### src/rtl/core/tcup_pkg.sv
// shared types and constants for the transitive closure core
`default_nettype none

package tcup_pkg;

   localparam int MAX_NODES_DEF = 16;

   localparam int ROW_IDX_W  = 4;
   localparam int ROW_BITS_W = 16;
   localparam int PAIRS_W    = 7;
   localparam int NODE_CNT_W = 5;

   localparam logic [NODE_CNT_W-1:0] NODE_CNT_RST = 5'd16;
   localparam logic [PAIRS_W-1:0]    PAIRS_MAX    = 7'd127;

   localparam int CSR_ADDR_W = 2;
   localparam int CSR_DATA_W = 32;
   localparam logic [CSR_ADDR_W-1:0] CSR_NODE_COUNT = 2'd0;

   typedef enum logic [4:0] {
      ST_LOAD  = 5'b00001,
      ST_CLOSE = 5'b00010,
      ST_COUNT = 5'b00100,
      ST_EMIT  = 5'b01000,
      ST_FLUSH = 5'b10000
   } state_type;

   // meaning of the row read that returns in the current cycle
   typedef enum logic [2:0] {
      TAG_NONE,
      TAG_PIVOT,
      TAG_CL_ROW,
      TAG_CT_ROW,
      TAG_EM_ROW
   } tag_type;

endpackage

`default_nettype wire

### src/rtl/core/transitive_closure_unreachable_pairs_core.sv
// sequence: rows load first; after the last row comes the closure pass (per pivot a pivot read,
// then a read of every row, written back if it reaches the pivot), then the pair count pass (each
// pivot against the later rows), then the emit pass with one row read in flight, then the flush
// state that ends the run
// throughput: one run at a time, next load accepted while the last result still waits
// reset: node_count back to 16, adjacency store cleared at once through per-row valid bits,
// also cleared after every run; no clearing pass
`default_nettype none

module transitive_closure_unreachable_pairs_core
   import tcup_pkg::*;
#(
   parameter int MAX_NODES = MAX_NODES_DEF
) (
   input  wire logic                    clock,
   input  wire logic                    reset,

   input  wire logic                    csr_psel,
   input  wire logic                    csr_penable,
   input  wire logic                    csr_pwrite,
   input  wire logic [CSR_ADDR_W-1:0]   csr_paddr,
   input  wire logic [CSR_DATA_W-1:0]   csr_pwdata,
   output logic      [CSR_DATA_W-1:0]   csr_prdata,
   output logic                         csr_pready,

   input  wire logic                    req_valid,
   output logic                         req_ready,
   input  wire logic [ROW_IDX_W-1:0]    req_row_index,
   input  wire logic [ROW_BITS_W-1:0]   req_row_bits,
   input  wire logic                    req_last_row,

   output logic                         rsp_valid,
   input  wire logic                    rsp_ready,
   output logic      [ROW_IDX_W-1:0]    rsp_row_index_res,
   output logic      [ROW_BITS_W-1:0]   rsp_reach_bits,
   output logic      [PAIRS_W-1:0]      rsp_unreachable_pairs,
   output logic                         rsp_last
);

   localparam int IW = $clog2(MAX_NODES);
   localparam int XW = ROW_IDX_W + IW;
   localparam int NW = NODE_CNT_W + IW;

   // adjacency store and its read pipeline
   logic [MAX_NODES-1:0] mem_q [MAX_NODES];
   logic [MAX_NODES-1:0] rd_data_ff;
   logic                 vld_rd_ff;
   logic                 byp_ff;
   logic [MAX_NODES-1:0] byp_data_ff;
   logic [MAX_NODES-1:0] vld_ff, vld_in;

   logic [IW-1:0]        rd_addr;
   logic                 we;
   logic [IW-1:0]        wa;
   logic [MAX_NODES-1:0] wd;

   state_type            state_ff, state_in;
   tag_type              tag_kind_ff, tag_kind_in;
   logic [IW-1:0]        tag_addr_ff, tag_addr_in;
   logic [IW-1:0]        k_ff, k_in;
   logic [IW-1:0]        i_ff, i_in;
   logic                 piv_issue_ff, piv_issue_in;
   logic [IW-1:0]        nl_ff, nl_in;
   logic [MAX_NODES-1:0] piv_ff, piv_in;
   logic [IW-1:0]        pk_ff, pk_in;
   logic [PAIRS_W-1:0]   pairs_ff, pairs_in;
   logic [NODE_CNT_W-1:0] node_count_ff;

   logic                  rsp_valid_ff, rsp_valid_in;
   logic [ROW_IDX_W-1:0]  rsp_idx_ff, rsp_idx_in;
   logic [ROW_BITS_W-1:0] rsp_bits_ff, rsp_bits_in;
   logic [PAIRS_W-1:0]    rsp_pairs_ff, rsp_pairs_in;
   logic                  rsp_last_ff, rsp_last_in;

   logic                        req_fire;
   logic [XW-1:0]               req_idx_ext;
   logic                        idx_ok;
   logic [MAX_NODES+ROW_BITS_W-1:0] req_bits_ext;
   logic [MAX_NODES-1:0]        req_bits;
   logic [NW-1:0]               nc_ext, nc_m1;
   logic [IW-1:0]               nl_new;
   logic [MAX_NODES-1:0]        mask;
   logic [MAX_NODES-1:0]        raw, val;
   logic [IW+ROW_IDX_W-1:0]     em_idx_ext;
   logic [MAX_NODES+ROW_BITS_W-1:0] em_val_ext;

   // configuration port
   assign csr_pready = 1'b1;
   assign csr_prdata = (csr_paddr == CSR_NODE_COUNT) ?
                       {{(CSR_DATA_W-NODE_CNT_W){1'b0}}, node_count_ff} : '0;

   always_ff @(posedge clock) begin
      if (reset) begin
         node_count_ff <= NODE_CNT_RST;
      end else if (csr_psel && csr_penable && csr_pwrite && csr_pready &&
                   (csr_paddr == CSR_NODE_COUNT)) begin
         node_count_ff <= csr_pwdata[NODE_CNT_W-1:0];
      end
   end

   // input decode
   assign req_ready    = (state_ff == ST_LOAD);
   assign req_fire     = req_valid && req_ready;
   assign req_idx_ext  = {{IW{1'b0}}, req_row_index};
   assign idx_ok       = (req_idx_ext < XW'(MAX_NODES));
   assign req_bits_ext = {{MAX_NODES{1'b0}}, req_row_bits};
   assign req_bits     = req_bits_ext[MAX_NODES-1:0];

   // effective node count, kept as its last index
   assign nc_ext = {{IW{1'b0}}, node_count_ff};
   assign nc_m1  = nc_ext - NW'(1);
   always_comb begin
      if (nc_ext == '0) begin
         nl_new = '0;
      end else if (nc_ext > NW'(MAX_NODES)) begin
         nl_new = IW'(MAX_NODES - 1);
      end else begin
         nl_new = nc_m1[IW-1:0];
      end
   end

   always_comb begin
      for (int j = 0; j < MAX_NODES; j++) begin
         mask[j] = (IW'(j) <= nl_ff);
      end
   end

   // returning row: forwarded write, else stored data if the row is valid
   assign raw = byp_ff ? byp_data_ff : (vld_rd_ff ? rd_data_ff : '0);
   assign val = raw & mask;

   assign em_idx_ext = {{ROW_IDX_W{1'b0}}, tag_addr_ff};
   assign em_val_ext = {{ROW_BITS_W{1'b0}}, val};

   always_comb begin
      state_in     = state_ff;
      k_in         = k_ff;
      i_in         = i_ff;
      piv_issue_in = piv_issue_ff;
      nl_in        = nl_ff;
      piv_in       = piv_ff;
      pk_in        = pk_ff;
      pairs_in     = pairs_ff;
      vld_in       = vld_ff;
      tag_kind_in  = TAG_NONE;
      tag_addr_in  = '0;
      rd_addr      = '0;
      we           = 1'b0;
      wa           = '0;
      wd           = '0;
      rsp_valid_in = rsp_valid_ff && !rsp_ready;
      rsp_idx_in   = rsp_idx_ff;
      rsp_bits_in  = rsp_bits_ff;
      rsp_pairs_in = rsp_pairs_ff;
      rsp_last_in  = rsp_last_ff;

      // data issued last cycle
      case (tag_kind_ff)
         TAG_NONE: begin
         end
         TAG_PIVOT: begin
            piv_in = val;
            pk_in  = tag_addr_ff;
         end
         TAG_CL_ROW: begin
            if (val[pk_ff]) begin
               we = 1'b1;
               wa = tag_addr_ff;
               wd = val | piv_ff;
            end
         end
         TAG_CT_ROW: begin
            if (!piv_ff[tag_addr_ff] && !val[pk_ff] && (pairs_ff != PAIRS_MAX)) begin
               pairs_in = pairs_ff + PAIRS_W'(1);
            end
         end
         TAG_EM_ROW: begin
            rsp_valid_in = 1'b1;
            rsp_idx_in   = em_idx_ext[ROW_IDX_W-1:0];
            rsp_bits_in  = em_val_ext[ROW_BITS_W-1:0];
            rsp_pairs_in = pairs_ff;
            rsp_last_in  = (tag_addr_ff == nl_ff);
         end
         default: begin
         end
      endcase

      case (state_ff)
         ST_LOAD: begin
            if (req_fire) begin
               if (idx_ok) begin
                  we = 1'b1;
                  wa = req_idx_ext[IW-1:0];
                  wd = req_bits;
               end
               if (req_last_row) begin
                  state_in     = ST_CLOSE;
                  k_in         = '0;
                  piv_issue_in = 1'b1;
                  nl_in        = nl_new;
                  pairs_in     = '0;
               end
            end
         end
         ST_CLOSE: begin
            if (piv_issue_ff) begin
               rd_addr      = k_ff;
               tag_kind_in  = TAG_PIVOT;
               tag_addr_in  = k_ff;
               piv_issue_in = 1'b0;
               i_in         = '0;
            end else begin
               rd_addr     = i_ff;
               tag_kind_in = TAG_CL_ROW;
               tag_addr_in = i_ff;
               if (i_ff == nl_ff) begin
                  piv_issue_in = 1'b1;
                  if (k_ff == nl_ff) begin
                     state_in = ST_COUNT;
                     k_in     = '0;
                  end else begin
                     k_in = k_ff + IW'(1);
                  end
               end else begin
                  i_in = i_ff + IW'(1);
               end
            end
         end
         ST_COUNT: begin
            // pivot p against rows p+1 .. n-1
            if (nl_ff == '0) begin
               state_in = ST_EMIT;
               i_in     = '0;
            end else if (piv_issue_ff) begin
               rd_addr      = k_ff;
               tag_kind_in  = TAG_PIVOT;
               tag_addr_in  = k_ff;
               piv_issue_in = 1'b0;
               i_in         = k_ff + IW'(1);
            end else begin
               rd_addr     = i_ff;
               tag_kind_in = TAG_CT_ROW;
               tag_addr_in = i_ff;
               if (i_ff == nl_ff) begin
                  if (k_ff == nl_ff - IW'(1)) begin
                     state_in = ST_EMIT;
                     i_in     = '0;
                  end else begin
                     k_in         = k_ff + IW'(1);
                     piv_issue_in = 1'b1;
                  end
               end else begin
                  i_in = i_ff + IW'(1);
               end
            end
         end
         ST_EMIT: begin
            // one read in flight, issued only when the output register frees up
            if ((tag_kind_ff != TAG_EM_ROW) && (!rsp_valid_ff || rsp_ready)) begin
               rd_addr     = i_ff;
               tag_kind_in = TAG_EM_ROW;
               tag_addr_in = i_ff;
               if (i_ff == nl_ff) begin
                  state_in = ST_FLUSH;
               end else begin
                  i_in = i_ff + IW'(1);
               end
            end
         end
         ST_FLUSH: begin
            vld_in   = '0;
            state_in = ST_LOAD;
         end
         default: begin
            state_in = ST_LOAD;
         end
      endcase

      if (we) begin
         vld_in[wa] = 1'b1;
      end
   end

   // row memory
   always_ff @(posedge clock) begin
      if (we) begin
         mem_q[wa] <= wd;
      end
      rd_data_ff <= mem_q[rd_addr];
   end

   always_ff @(posedge clock) begin
      vld_rd_ff    <= vld_ff[rd_addr];
      byp_ff       <= we && (wa == rd_addr);
      byp_data_ff  <= wd;
      tag_addr_ff  <= tag_addr_in;
      k_ff         <= k_in;
      i_ff         <= i_in;
      nl_ff        <= nl_in;
      piv_ff       <= piv_in;
      pk_ff        <= pk_in;
      pairs_ff     <= pairs_in;
      rsp_idx_ff   <= rsp_idx_in;
      rsp_bits_ff  <= rsp_bits_in;
      rsp_pairs_ff <= rsp_pairs_in;
      rsp_last_ff  <= rsp_last_in;
   end

   always_ff @(posedge clock) begin
      if (reset) begin
         state_ff     <= ST_LOAD;
         tag_kind_ff  <= TAG_NONE;
         piv_issue_ff <= 1'b0;
         vld_ff       <= '0;
         rsp_valid_ff <= 1'b0;
      end else begin
         state_ff     <= state_in;
         tag_kind_ff  <= tag_kind_in;
         piv_issue_ff <= piv_issue_in;
         vld_ff       <= vld_in;
         rsp_valid_ff <= rsp_valid_in;
      end
   end

   assign rsp_valid             = rsp_valid_ff;
   assign rsp_row_index_res     = rsp_idx_ff;
   assign rsp_reach_bits        = rsp_bits_ff;
   assign rsp_unreachable_pairs = rsp_pairs_ff;
   assign rsp_last              = rsp_last_ff;

endmodule

`default_nettype wire
### config.mk
export PLATFORM = sky130hd
export DESIGN_NAME = transitive_closure_unreachable_pairs_core
export DESIGN_NICKNAME = d
export VERILOG_FILES = /design/src/rtl/core/tcup_pkg.sv /design/src/rtl/core/transitive_closure_unreachable_pairs_core.sv
export SDC_FILE = /design/constraint.sdc
export NUM_CORES = 1
export LEC_CHECK = 0
export BUFFER_PORTS_ARGS = -buffer_cell sky130_fd_sc_hd__buf_2
export CAP_MARGIN = 5
export CORE_UTILIZATION = 50
export CTS_CLUSTER_DIAMETER = 150
export DETAILED_ROUTE_END_ITERATION = 12
export GPL_ROUTABILITY_DRIVEN = 0
export GPL_TIMING_DRIVEN = 0
export PLACE_DENSITY = 0.68
export SYNTH_ARGS = -nofsm -noshare
export SYNTH_HDL_FRONTEND = slang
export SYNTH_SLANG_ARGS = --single-unit
### constraint.sdc
create_clock -name clock -period 5.6 [get_ports clock]
set_clock_uncertainty 0.05 [all_clocks]
set_input_delay 0.56 -clock clock [delete_from_list [all_inputs] [get_ports clock]]
set_output_delay 0.56 -clock clock [all_outputs]
set_load 0.01 [all_outputs]
After elaboration in Yosys (flattened, before gate mapping)
Memory sizes are Yosys's and may differ from the RTL's. A register that Yosys moved wholly into a read port is not among the register bits.
Index checks and enable logic that the tools add are counted.

storage, ports and cells
  bits in registers = 120
  bits in writable memories = 256
  bits of input ports = 62
  output and inout port bits = 63
  logic and storage cells = 193
  memories kept = 1

cells by class
  add/sub/neg operators = 5
  magnitude comparators = 23
  equal/unequal tests = 31
  mux-type cells = 85
  bitwise logic cells = 3
  reductions and logical operators = 25

memories
  name   depth  width  rd ports  clocked after Yosys merged registers in  write ports  line                                             RTL
  mem_q  16     16     1         1                                        1            transitive_closure_unreachable_pairs_core.sv:45  logic [MAX_NODES-1:0] mem_q [MAX_NODES];

operators by type and width
  kind                   number
  $mux W16               9
  $mux W4                25
  $mux W5                12
  $pmux W4 S3            3
  $mux W7                5
  $le A4 B4 Y1 const A   8
  $or A16 B16 Y16        2
  $lt A4 B5 Y1 const B   5
  $eq A4 B4 Y1           5
  $mux W1                20
  $pmux W5 S4            1
  $ne A2 B2 Y1 const B   9
  $and A16 B16 Y16       1
  $le A3 B4 Y1 const A   4
  $bmux W1 S4            3
  $ne A3 B3 Y1 const B   4
  $logic_and A1 B1 Y1    10
  $reduce_and A10 Y1     1
  $logic_not A9 Y1       1
  $pmux W3 S3            1
  $reduce_and A9 Y1      1
  $add A4 B1 Y4 const B  2
  $le A1 B4 Y1 const A   2
  $le A2 B4 Y1 const A   2
  26 further kinds       36

Logic depth before layout (Yosys ltp)
Gate-level depths: netlist of the first run.

  depth in word-level cells = 16
  gate-level depth with buffers = 13
  gate-level depth less buffers = 10

Worst setup path after synthesis of the first run
No wires, ideal clock.

  path kind = register -> register
  from = reg nl_ff[0]
  to = mem mem_q[5][0] (netlist name) (enable)
  data arrival time = 3.423 ns
  slack = 1.738 ns
  cell stages (with the launch flop) = 11
  buffers on the path = 1
  period minus slack after synthesis = 3.862 ns
  path through = edfxtp_1 -> clkbuf_1 -> inv_1 -> ha_1 -> or3b_4 -> a2bb2oi_1 -> a2111oi_0 -> o311ai_1 -> nand2_1 -> o32a_1 -> nor2_1

on the way
  cells in the longest elaborated chain, start to end = 11

ends and longest elaborated chain
  item                             line                                              RTL
  from (decl)                      transitive_closure_unreachable_pairs_core.sv:63   logic [IW-1:0] nl_ff, nl_in;
  from (signal assigned)           transitive_closure_unreachable_pairs_core.sv:299  nl_ff <= nl_in;
  $le A1 B4 Y1 *                   transitive_closure_unreachable_pairs_core.sv:124  mask[j] = (IW'(j) <= nl_ff);
  $and A16 B16 Y16 *               transitive_closure_unreachable_pairs_core.sv:130  assign val = raw & mask;
  via val[1]                       transitive_closure_unreachable_pairs_core.sv:83   logic [MAX_NODES-1:0] raw, val;
  $bmux W1 S4 *                    transitive_closure_unreachable_pairs_core.sv:166  if (val[pk_ff]) begin
  $mux W1 (not written as such) *  transitive_closure_unreachable_pairs_core.sv:166
  $mux W1                          transitive_closure_unreachable_pairs_core.sv:166
  $mux W1                          transitive_closure_unreachable_pairs_core.sv:158  case (tag_kind_ff)
  $mux W1                          transitive_closure_unreachable_pairs_core.sv:191  if (idx_ok) begin
  $mux W1                          transitive_closure_unreachable_pairs_core.sv:190  if (req_fire) begin
  $mux W1                          transitive_closure_unreachable_pairs_core.sv:188  case (state_ff)
  $mux W1                          transitive_closure_unreachable_pairs_core.sv:286  if (we) begin
  $mux W1 (not written as such)    transitive_closure_unreachable_pairs_core.sv:287  mem_q[wa] <= wd;
  to (decl)                        transitive_closure_unreachable_pairs_core.sv:45

Mark *: on every way through the listed nets, which the timed path passes. The rest lies on a longest branch. The select of a mux whose other input is x is not followed.

Worst setup path after layout of the first run
  from = reg nl_ff[0]
  to = mem mem_q[8][3] (netlist name) (enable)

The elaborated chain is that of the path after synthesis.

==> results of run 1 <==
==> cells by family (layout without fill, tap and decap cells) <==
logic type | count (synthesis) | after routing | synth area share
muxes | 151 | 151 | 0.09561
and+or+nand+nor | 263 | 263 | 0.08581
AOI/OAI and AO/OA | 201 | 201 | 0.08191
other | 2 | 28 | 0.0004594
DFF | 392 | 392 | 0.6736
xor gates and xnor gates | 27 | 27 | 0.01447
buffers and inverters | 116 | 279 | 0.04003
adders and majority gates | 11 | 11 | 0.008114
==> routing by layer <==
| layer | track usage | up-vias | routed length [um] |
|---|---|---|---|
| met2 | 0.3773 | 448 | 17790 |
| met1 | 0.3203 | 4979 | 16230 |
| met3 | 0.03475 | 82 | 2854 |
| met4 | 0.07633 | 0 | 1104 |
| met5 | 0 | - | 0 |
| li1 | - | 4709 | - |
==> where the power goes <==
group,switching (mW),leakage (nW),internal [mW]
registers,0.0246,3.51,3.23
logic,0.215,3.13,0.113
clock network,1.09,0.623,1.52
==> cells in the final DEF, fill, tap and decap left out, types with 6 or more instances in the layout <==
master                      count
sky130_fd_sc_hd__mux2i_1      146
sky130_fd_sc_hd__nand3_1       13
sky130_fd_sc_hd__clkbuf_1      31
sky130_fd_sc_hd__nor2_1        58
sky130_fd_sc_hd__clkinv_1      11
sky130_fd_sc_hd__and3_1         6
sky130_fd_sc_hd__o31ai_1        7
sky130_fd_sc_hd__nor4_1         6
sky130_fd_sc_hd__o21ai_1       19
sky130_fd_sc_hd__clkbuf_16     41
sky130_fd_sc_hd__ha_1           9
sky130_fd_sc_hd__xnor2_1        9
sky130_fd_sc_hd__nor2b_1        9
sky130_fd_sc_hd__buf_2         91
sky130_fd_sc_hd__xor2_1        18
sky130_fd_sc_hd__a22oi_1        7
sky130_fd_sc_hd__inv_1         27
sky130_fd_sc_hd__dfxtp_1       76
sky130_fd_sc_hd__o21ai_0       13
sky130_fd_sc_hd__nand3b_1      19
sky130_fd_sc_hd__or4_1         18
sky130_fd_sc_hd__a211oi_1       8
sky130_fd_sc_hd__a21oi_1       32
sky130_fd_sc_hd__buf_4         51
sky130_fd_sc_hd__nand2_1       73
sky130_fd_sc_hd__buf_6         10
sky130_fd_sc_hd__conb_1        28
sky130_fd_sc_hd__edfxtp_1     316
sky130_fd_sc_hd__nor3_1        18
sky130_fd_sc_hd__o22ai_1       76
sky130_fd_sc_hd__and2_1         8
==> worst min-delay path, delay by kind of cell <==
| family | cells | cell delay [ps] |
|---|---|---|
| buffers and inverters | 1 | 80 |
| multiplexers | 1 | 60 |
| AND/OR/NAND/NOR | 1 | 60 |
==> worst max path at each step <==
stage | start | to | slack (ps) | cells after the start
3_3_place_gp | nl_ff[0] | mem_q[7][9] | -280 | 10
2_1_floorplan | nl_ff[0] | mem_q[5][0] | 1740 | 10
4_1_cts | nl_ff[1] | mem_q[4][11] | 150 | 10
5_1_grt | nl_ff[1] | mem_q[8][3] | 230 | 10
3_5_place_dp | nl_ff[1] | mem_q[4][11] | 190 | 10
6_report | nl_ff[0] | mem_q[8][3] | 510 | 10
==> flip-flops by register name, indices dropped and copies added, names as in the netlist, 5 cells and up <==
register / cells
rsp_unreachable_pairs: 7
rd_data_ff: 16
piv_ff: 16
state_ff: 5
node_count_ff: 5
vld_ff: 16
byp_data_ff: 16
pairs_ff: 7
mem_q: 256
rsp_reach_bits: 16
==> cell type report <==
cell class / instances / share of cell area
clock buffers: 53 / 0.05787
well taps: 435 / 0.02887
inverters: 28 / 0.005574
multi-input cells: 681 / 0.2543
flip-flops and latches: 392 / 0.5840
plain buffers: 88 / 0.02913
clock inverters: 19 / 0.01115
repair buffers: 91 / 0.02913
==> report_table.html, run 1 <==
<table>
<tr><th>Metric</th><th>Value</th></tr>
<tr><th colspan="2">Outcome</th></tr>
<tr><td>Status</td><td>finished clean</td></tr>
<tr><th colspan="2">Detailed routing</th></tr>
<tr><td>Routed wirelength normalized by instance count</td><td>21.25 um</td></tr>
<tr><td>Post-route antenna net violation count</td><td>0</td></tr>
<tr><td>Total number of vias</td><td>10220</td></tr>
<tr><td>Total iterations of the first detailed-routing run</td><td>6</td></tr>
<tr><td>DRC violation total after the first TritonRoute iteration</td><td>984</td></tr>
<tr><td>Number of remaining DRC errors</td><td>0</td></tr>
<tr><td>Number of vias per cell</td><td>5.718</td></tr>
<tr><td>WL final</td><td>37980 um</td></tr>
<tr><th colspan="2">Pwr</th></tr>
<tr><td>Areal power density over the cells</td><td>328.1 nW/um^2</td></tr>
<tr><td>Leakage power summed over all cells</td><td>7.260 nW</td></tr>
<tr><td>Overall Power</td><td>6.185 mW</td></tr>
<tr><td>Worst IR drop on VDD</td><td>0.2556 mV</td></tr>
<tr><th colspan="2">Global route</th></tr>
<tr><td>Grt ovf</td><td>0</td></tr>
<tr><td>Number of global-route vias before repair</td><td>9798</td></tr>
<tr><td>GRT Resource Usage Total</td><td>0.2316</td></tr>
<tr><td>Initial antenna violation count</td><td>0</td></tr>
<tr><td>Largest net degree at the start of global routing</td><td>23</td></tr>
<tr><td>First-pass GRT wire length</td><td>57950 um</td></tr>
<tr><th colspan="2">Die</th></tr>
<tr><td>FP Rows</td><td>65</td></tr>
<tr><td>Standard cell core area</td><td>31880 um^2</td></tr>
<tr><td>Die X-Extent</td><td>182.8 um</td></tr>
<tr><td>Floorplan die height</td><td>182.8 um</td></tr>
<tr><td>Die area</td><td>33420 um^2</td></tr>
<tr><td>Effective utilization at floorplan</td><td>0.5127</td></tr>
<tr><td>Number of top-level design ports</td><td>125</td></tr>
<tr><th colspan="2">Yosys</th></tr>
<tr><td>Most common library cells after synthesis</td><td>sky130_fd_sc_hd__edfxtp_1, sky130_fd_sc_hd__mux2i_1, sky130_fd_sc_hd__dfxtp_1, sky130_fd_sc_hd__o22ai_1, sky130_fd_sc_hd__nand2_1</td></tr>
<tr><td>Mean area per synthesized cell</td><td>14.05 um^2</td></tr>
<tr><td>Top post-synthesis cells by area</td><td>sky130_fd_sc_hd__edfxtp_1, sky130_fd_sc_hd__dfxtp_1, sky130_fd_sc_hd__mux2i_1</td></tr>
<tr><td>Async SR Flop Fraction</td><td>0</td></tr>
<tr><td>Gate count after technology mapping</td><td>1163</td></tr>
<tr><td>Synth Flop Type</td><td>sky130_fd_sc_hd__edfxtp_1</td></tr>
<tr><td>Post-synthesis sequential area ratio</td><td>0.6736</td></tr>
<tr><td>Combined area of all synthesized cells</td><td>16350 um^2</td></tr>
<tr><td>Proportion of netlist area held by the largest area contributor</td><td>0.5805</td></tr>
<tr><td>Number of warnings printed during yosys synthesis</td><td>0</td></tr>
<tr><td>Leading cell type by number of instances after synthesis</td><td>sky130_fd_sc_hd__edfxtp_1</td></tr>
<tr><td>Leading area contributor after synthesis</td><td>sky130_fd_sc_hd__edfxtp_1</td></tr>
<tr><td>Register bit count reported by yosys</td><td>392</td></tr>
<tr><td>Distinct cell type count of the synthesized netlist</td><td>76</td></tr>
<tr><td>Number of enable-type register cells in the synthesized netlist</td><td>316</td></tr>
<tr><th colspan="2">Cells and area</th></tr>
<tr><td>Total area of multi-input combinational cells</td><td>4795 um^2</td></tr>
<tr><td>Final design instance area without fill</td><td>18850 um^2</td></tr>
<tr><td>Fill cell total of the finished layout</td><td>2527</td></tr>
<tr><td>Antenna Diode Count</td><td>0</td></tr>
<tr><td>Final-stage net count</td><td>1393</td></tr>
<tr><td>Area grow syn2layout</td><td>15.35%</td></tr>
<tr><td>FF/Latch Area</td><td>11010 um^2</td></tr>
<tr><td>Layout Cells excl Fill</td><td>1787</td></tr>
<tr><td>Share of the core filled with cells</td><td>0.5914</td></tr>
<tr><td>Fraction of final layout cells with drive strength greater than 1</td><td>0.1709</td></tr>
<tr><th colspan="2">Clock network</th></tr>
<tr><td>TritonCTS buffer count</td><td>40</td></tr>
<tr><td>Total number of clock tree sinks</td><td>392</td></tr>
<tr><td>Clock root buffer master</td><td>sky130_fd_sc_hd__clkbuf_16</td></tr>
<tr><td>Number of setup buffers added after CTS</td><td>0</td></tr>
<tr><td>Number of buffers inserted for hold repair after clock tree synthesis</td><td>0</td></tr>
<tr><td>Clock-pin slew on the worst setup and hold paths</td><td>60 ps</td></tr>
<tr><td>Maximum clock insertion buffer count</td><td>3</td></tr>
<tr><td>Number of H-tree levels</td><td>2</td></tr>
<tr><td>TritonCTS clock tree</td><td>yes</td></tr>
<tr><td>Resized Gates After CTS</td><td>0</td></tr>
<tr><td>Clock latency at the later pin of the worst-skew pair</td><td>560 ps</td></tr>
<tr><th colspan="2">Setup path</th></tr>
<tr><td>Count of buffering cells on the critical path with inverters included</td><td>3</td></tr>
<tr><td>CP arrival</td><td>5180 ps</td></tr>
<tr><td>Series of cell instances along the critical path</td><td>clkbuf_1 &gt; inv_1 &gt; ha_1 &gt; or3b_4 &gt; a2bb2oi_1 &gt; a2111oi_0 &gt; o311ai_1 &gt; nand3_1 &gt; o221ai_1 &gt; inv_1</td></tr>
<tr><td>Family of cells with the greatest summed delay on the critical path</td><td>compound AO/OA/AOI/OAI gates</td></tr>
<tr><td>Endpoint of the lowest-slack register-to-register path</td><td>mem_q[8][3]</td></tr>
<tr><td>Critical-path maximum fanout</td><td>16</td></tr>
<tr><td>Launching point of the worst reg2reg path</td><td>nl_ff[0]</td></tr>
<tr><td>Worst r2r path cells</td><td>10</td></tr>
<tr><td>FF-to-FF setup slack</td><td>510 ps</td></tr>
<tr><td>Crit path largest cell delay</td><td>780 ps</td></tr>
<tr><td>Required @ worst endpoint</td><td>5690 ps</td></tr>
<tr><td>Cell with the most instances on the worst path</td><td>sky130_fd_sc_hd__inv_1</td></tr>
<tr><td>Critical path's slowest cell</td><td>sky130_fd_sc_hd__o311ai_1</td></tr>
<tr><td>Startpoint Class</td><td>flip-flop</td></tr>
<tr><td>Kind of critical path</td><td>flip-flop to flip-flop</td></tr>
<tr><td>Crit path capture type</td><td>flip-flop</td></tr>
<tr><th colspan="2">STA</th></tr>
<tr><td>Unrepaired setup endpoints after global routing</td><td>false</td></tr>
<tr><td>Period utilisation layout</td><td>0.9081</td></tr>
<tr><td>Max-slew headroom</td><td>0.4060</td></tr>
<tr><td>Final count of hold timing violations</td><td>0</td></tr>
<tr><td>Maximum operating frequency</td><td>0.1966 GHz</td></tr>
<tr><td>Sum of negative setup slack</td><td>0 ps</td></tr>
<tr><td>Crit path time final</td><td>5085 ps</td></tr>
<tr><td>Setup slack of the critical path after layout</td><td>514.6 ps</td></tr>
<tr><td>Max-slew violation count</td><td>0</td></tr>
<tr><td>Slew at the pin with the worst max-slew slack</td><td>884.2 ps</td></tr>
<tr><td># setup viols final</td><td>0</td></tr>
<tr><td>Worst slack on hold paths</td><td>181.8 ps</td></tr>
<tr><th colspan="2">Run</th></tr>
<tr><td>Max capacitance violation total</td><td>0</td></tr>
<tr><th colspan="2">Placement</th></tr>
<tr><td>Inst Count DP</td><td>1713</td></tr>
<tr><td>Detailed placement HPWL</td><td>27170 um</td></tr>
<tr><td>DP Worst Slack</td><td>189.0 ps</td></tr>
<tr><td>Number of buffers added on ports</td><td>69</td></tr>
<tr><td>Placement Cell Area</td><td>17540 um^2</td></tr>
<tr><th colspan="2">Hold path</th></tr>
<tr><td>Hold crit path type</td><td>input port to flip-flop</td></tr>
<tr><td>Startpoint of the most critical hold path</td><td>csr_pwdata[4]</td></tr>
<tr><td>Hold Path Depth</td><td>3</td></tr>
<tr><td>Worst hold path endpoint</td><td>node_count_ff[4]</td></tr>
</table>
Power figures use the tool's default switching activity.
==> run 2: changes to the inputs <==
--- a/config.mk
+++ b/config.mk
@@ -7,12 +7,11 @@
 export LEC_CHECK = 0
 export BUFFER_PORTS_ARGS = -buffer_cell sky130_fd_sc_hd__buf_2
 export CAP_MARGIN = 5
-export CORE_UTILIZATION = 50
+export CORE_UTILIZATION = 40
 export CTS_CLUSTER_DIAMETER = 150
 export DETAILED_ROUTE_END_ITERATION = 12
 export GPL_ROUTABILITY_DRIVEN = 0
 export GPL_TIMING_DRIVEN = 0
-export PLACE_DENSITY = 0.68
 export SYNTH_ARGS = -nofsm -noshare
 export SYNTH_HDL_FRONTEND = slang
 export SYNTH_SLANG_ARGS = --single-unit
==> run 2 against run 1 <==
Against the previous run:
- utilization shrank 12 points
- non-clock buffer count is the same
- clock power shrank 2%
- sequential power is essentially flat
- final area grew 0.42%
- power shrank 0.80%
- largest cell class unchanged
- critical endpoint is now mem_q[8][2]
- setup slack lost 22 ps
==> report_table.html, run 2 (synthesis results as in run 1) <==
<table>
<tr><th>Metric</th><th>Value</th></tr>
<tr><th colspan="2">Die</th></tr>
<tr><td>Floorplan die height</td><td>204.2 um</td></tr>
<tr><td>Number of top-level design ports</td><td>125</td></tr>
<tr><td>Standard cell core area</td><td>40010 um^2</td></tr>
<tr><td>Die X-Extent</td><td>204.2 um</td></tr>
<tr><td>FP Rows</td><td>73</td></tr>
<tr><td>Die area</td><td>41680 um^2</td></tr>
<tr><td>Effective utilization at floorplan</td><td>0.4086</td></tr>
<tr><th colspan="2">Cells and area</th></tr>
<tr><td>Layout Cells excl Fill</td><td>1879</td></tr>
<tr><td>Commonest cells after routing, fill and taps aside</td><td>sky130_fd_sc_hd__edfxtp_1, sky130_fd_sc_hd__mux2i_1, sky130_fd_sc_hd__buf_2</td></tr>
<tr><td>Fraction of final layout cells with drive strength greater than 1</td><td>0.1743</td></tr>
<tr><td>Most common library cell in the layout ignoring fill and taps</td><td>sky130_fd_sc_hd__edfxtp_1</td></tr>
<tr><td>Fill cell total of the finished layout</td><td>3522</td></tr>
<tr><td>Final-stage net count</td><td>1393</td></tr>
<tr><td>Total area of multi-input combinational cells</td><td>4795 um^2</td></tr>
<tr><td>Area grow syn2layout</td><td>15.83%</td></tr>
<tr><td>Max FFs per register</td><td>256</td></tr>
<tr><td>Most flop-heavy register</td><td>mem_q</td></tr>
<tr><td>Antenna Diode Count</td><td>0</td></tr>
<tr><td>FF/Latch Area</td><td>11010 um^2</td></tr>
<tr><th colspan="2">Clock network</th></tr>
<tr><td>Resized Gates After CTS</td><td>0</td></tr>
<tr><td>Clock-pin slew on the worst setup and hold paths</td><td>60 ps</td></tr>
<tr><td>Clock latency at the later pin of the worst-skew pair</td><td>550 ps</td></tr>
<tr><td>Maximum clock insertion buffer count</td><td>3</td></tr>
<tr><td>Total number of clock tree sinks</td><td>392</td></tr>
<tr><td>Number of H-tree levels</td><td>2</td></tr>
<tr><td>TritonCTS clock tree</td><td>yes</td></tr>
<tr><td>TritonCTS buffer count</td><td>40</td></tr>
<tr><td>Clock root buffer master</td><td>sky130_fd_sc_hd__clkbuf_16</td></tr>
<tr><td>Number of buffers inserted for hold repair after clock tree synthesis</td><td>0</td></tr>
<tr><td>Number of setup buffers added after CTS</td><td>0</td></tr>
<tr><th colspan="2">Setup path</th></tr>
<tr><td>Crit path largest cell delay</td><td>730 ps</td></tr>
<tr><td>Series of cell instances along the critical path</td><td>clkbuf_1 &gt; inv_1 &gt; ha_1 &gt; or3b_4 &gt; a2bb2oi_1 &gt; a2111oi_0 &gt; o311ai_1 &gt; nand3_1 &gt; o221ai_1 &gt; inv_1</td></tr>
<tr><td>Critical-path maximum fanout</td><td>16</td></tr>
<tr><td>Kind of critical path</td><td>flip-flop to flip-flop</td></tr>
<tr><td>Required @ worst endpoint</td><td>5700 ps</td></tr>
<tr><td>Cell with the most instances on the worst path</td><td>sky130_fd_sc_hd__inv_1</td></tr>
<tr><td>Startpoint Class</td><td>flip-flop</td></tr>
<tr><td>CP arrival</td><td>5210 ps</td></tr>
<tr><td>Critical path's slowest cell</td><td>sky130_fd_sc_hd__o311ai_1</td></tr>
<tr><td>Crit path capture type</td><td>flip-flop</td></tr>
<tr><th colspan="2">STA</th></tr>
<tr><td>Unrepaired setup endpoints after global routing</td><td>false</td></tr>
<tr><td>Maximum operating frequency</td><td>0.1958 GHz</td></tr>
<tr><td># setup viols final</td><td>0</td></tr>
<tr><td>Period utilisation layout</td><td>0.9120</td></tr>
<tr><td>Max-slew violation count</td><td>0</td></tr>
<tr><td>Final count of hold timing violations</td><td>0</td></tr>
<tr><td>Setup slack of the critical path after layout</td><td>492.6 ps</td></tr>
<tr><td>Max-slew headroom</td><td>0.2931</td></tr>
<tr><td>Crit path time final</td><td>5107 ps</td></tr>
<tr><td>Slew at the pin with the worst max-slew slack</td><td>1052 ps</td></tr>
<tr><th colspan="2">Run</th></tr>
<tr><td>Max capacitance violation total</td><td>0</td></tr>
<tr><th colspan="2">Detailed routing</th></tr>
<tr><td>WL final</td><td>39000 um</td></tr>
<tr><td>Number of remaining DRC errors</td><td>0</td></tr>
<tr><td>DRC violation total after the first TritonRoute iteration</td><td>680</td></tr>
<tr><td>Routed wirelength normalized by instance count</td><td>20.75 um</td></tr>
<tr><td>Post-route antenna net violation count</td><td>0</td></tr>
<tr><td>Number of vias per cell</td><td>5.321</td></tr>
<tr><td>Total number of vias</td><td>9998</td></tr>
<tr><td>Total iterations of the first detailed-routing run</td><td>6</td></tr>
<tr><th colspan="2">Outcome</th></tr>
<tr><td>Status</td><td>finished clean</td></tr>
<tr><th colspan="2">Pwr</th></tr>
<tr><td>Worst IR drop on VDD</td><td>0.2357 mV</td></tr>
<tr><td>Leakage power summed over all cells</td><td>7.257 nW</td></tr>
<tr><td>Overall Power</td><td>6.136 mW</td></tr>
<tr><td>Areal power density over the cells</td><td>324.1 nW/um^2</td></tr>
<tr><th colspan="2">Global route</th></tr>
<tr><td>Number of global-route vias before repair</td><td>9723</td></tr>
<tr><td>Initial antenna violation count</td><td>0</td></tr>
<tr><td>First-pass GRT wire length</td><td>59060 um</td></tr>
<tr><td>Grt ovf</td><td>0</td></tr>
<tr><td>GRT Resource Usage Total</td><td>0.1882</td></tr>
<tr><td>Largest net degree at the start of global routing</td><td>22</td></tr>
<tr><th colspan="2">Placement</th></tr>
<tr><td>Detailed placement HPWL</td><td>28150 um</td></tr>
<tr><td>Number of buffers added on ports</td><td>69</td></tr>
<tr><td>DP Worst Slack</td><td>684.4 ps</td></tr>
<tr><td>Inst Count DP</td><td>1805</td></tr>
<tr><th colspan="2">Hold path</th></tr>
<tr><td>Hold crit path type</td><td>input port to flip-flop</td></tr>
</table>
==> run 2: cell types whose count changed in the layout (fill, tap and decap cells not counted) <==
| cell | change |
|---|---|
| sky130_fd_sc_hd__clkinv_4 | +1 |
| sky130_fd_sc_hd__clkinvlp_4 | -1 |
| sky130_fd_sc_hd__clkbuf_1 | +4 |
| sky130_fd_sc_hd__buf_4 | -1 |
| sky130_fd_sc_hd__clkinv_2 | +4 |
| sky130_fd_sc_hd__buf_6 | +1 |
| sky130_fd_sc_hd__bufinv_16 | -3 |
| sky130_fd_sc_hd__clkbuf_8 | +4 |
| sky130_fd_sc_hd__buf_16 | -1 |
| sky130_fd_sc_hd__buf_8 | +1 |
| sky130_fd_sc_hd__clkinv_1 | -7 |
==> run 2: layer usage <==
layer / track usage / part of all wire / up-vias
met1: 0.2567 / 0.45 / 4910
met3: 0.02790 / 0.050 / 62
li1: - / - / 4708
met2: 0.3068 / 0.47 / 318
met4: 0.06317 / 0.028 / 0
met5: 0 / 0 / -
==> run 2: final timing paths <==
kind / start / end / slack, ps / depth (start not counted)
worst max-delay path: nl_ff[1] / mem_q[8][2] / 490 / 10
worst max register to register: nl_ff[1] / mem_q[8][2] / 490 / 10
worst min register to register: vld_ff[13] / vld_ff[13] / 400 / 2
worst min-delay path: csr_pwdata[4] / node_count_ff[4] / 180 / 3
==> run 2: final cells by class <==
type / instances / area share
Clock buffer: 61 / 0.06133
Multi-Input combinational cell: 681 / 0.2532
Inverter: 28 / 0.005551
Timing Repair Buffer: 91 / 0.02855
Tap cell: 525 / 0.03469
Clock inverter: 13 / 0.006080
Sequential cell: 392 / 0.5815
Buffer: 88 / 0.02901
==> run 2: power breakdown <==
| group | internal [mW] | leakage [nW] | switching [mW] |
|---|---|---|---|
| Clock | 1.45 | 0.623 | 1.11 |
| Sequential | 3.23 | 3.51 | 0.0240 |
| Combinational | 0.113 | 3.12 | 0.216 |
| Total | 4.79 | 7.26 | 1.35 |
==> run 2: metrics by stage <==
step | util | cell area (um^2) | hold WS, ps | setup TNS, ps
2_1_floorplan | - | 16440 | 373.7 | 0
3_3_place_gp | 0.4361 | 17450 | 392.9 | -21690
3_5_place_dp | 0.4414 | 17660 | 396.3 | 0
4_1_cts | 0.4733 | 18930 | 165.3 | 0
5_1_grt | 0.4733 | 18930 | 181.1 | 0
6_report | 0.4733 | 18930 | 180.7 | 0
==> run 2: worst max-delay path: cells and delay by family (launching register included) <==
kind | cells | cell delay, ps
simple gates | 2 | 940
fa+ha+maj | 1 | 280
compound gates | 4 | 1860
flops | 1 | 440
buf+inv | 3 | 1110
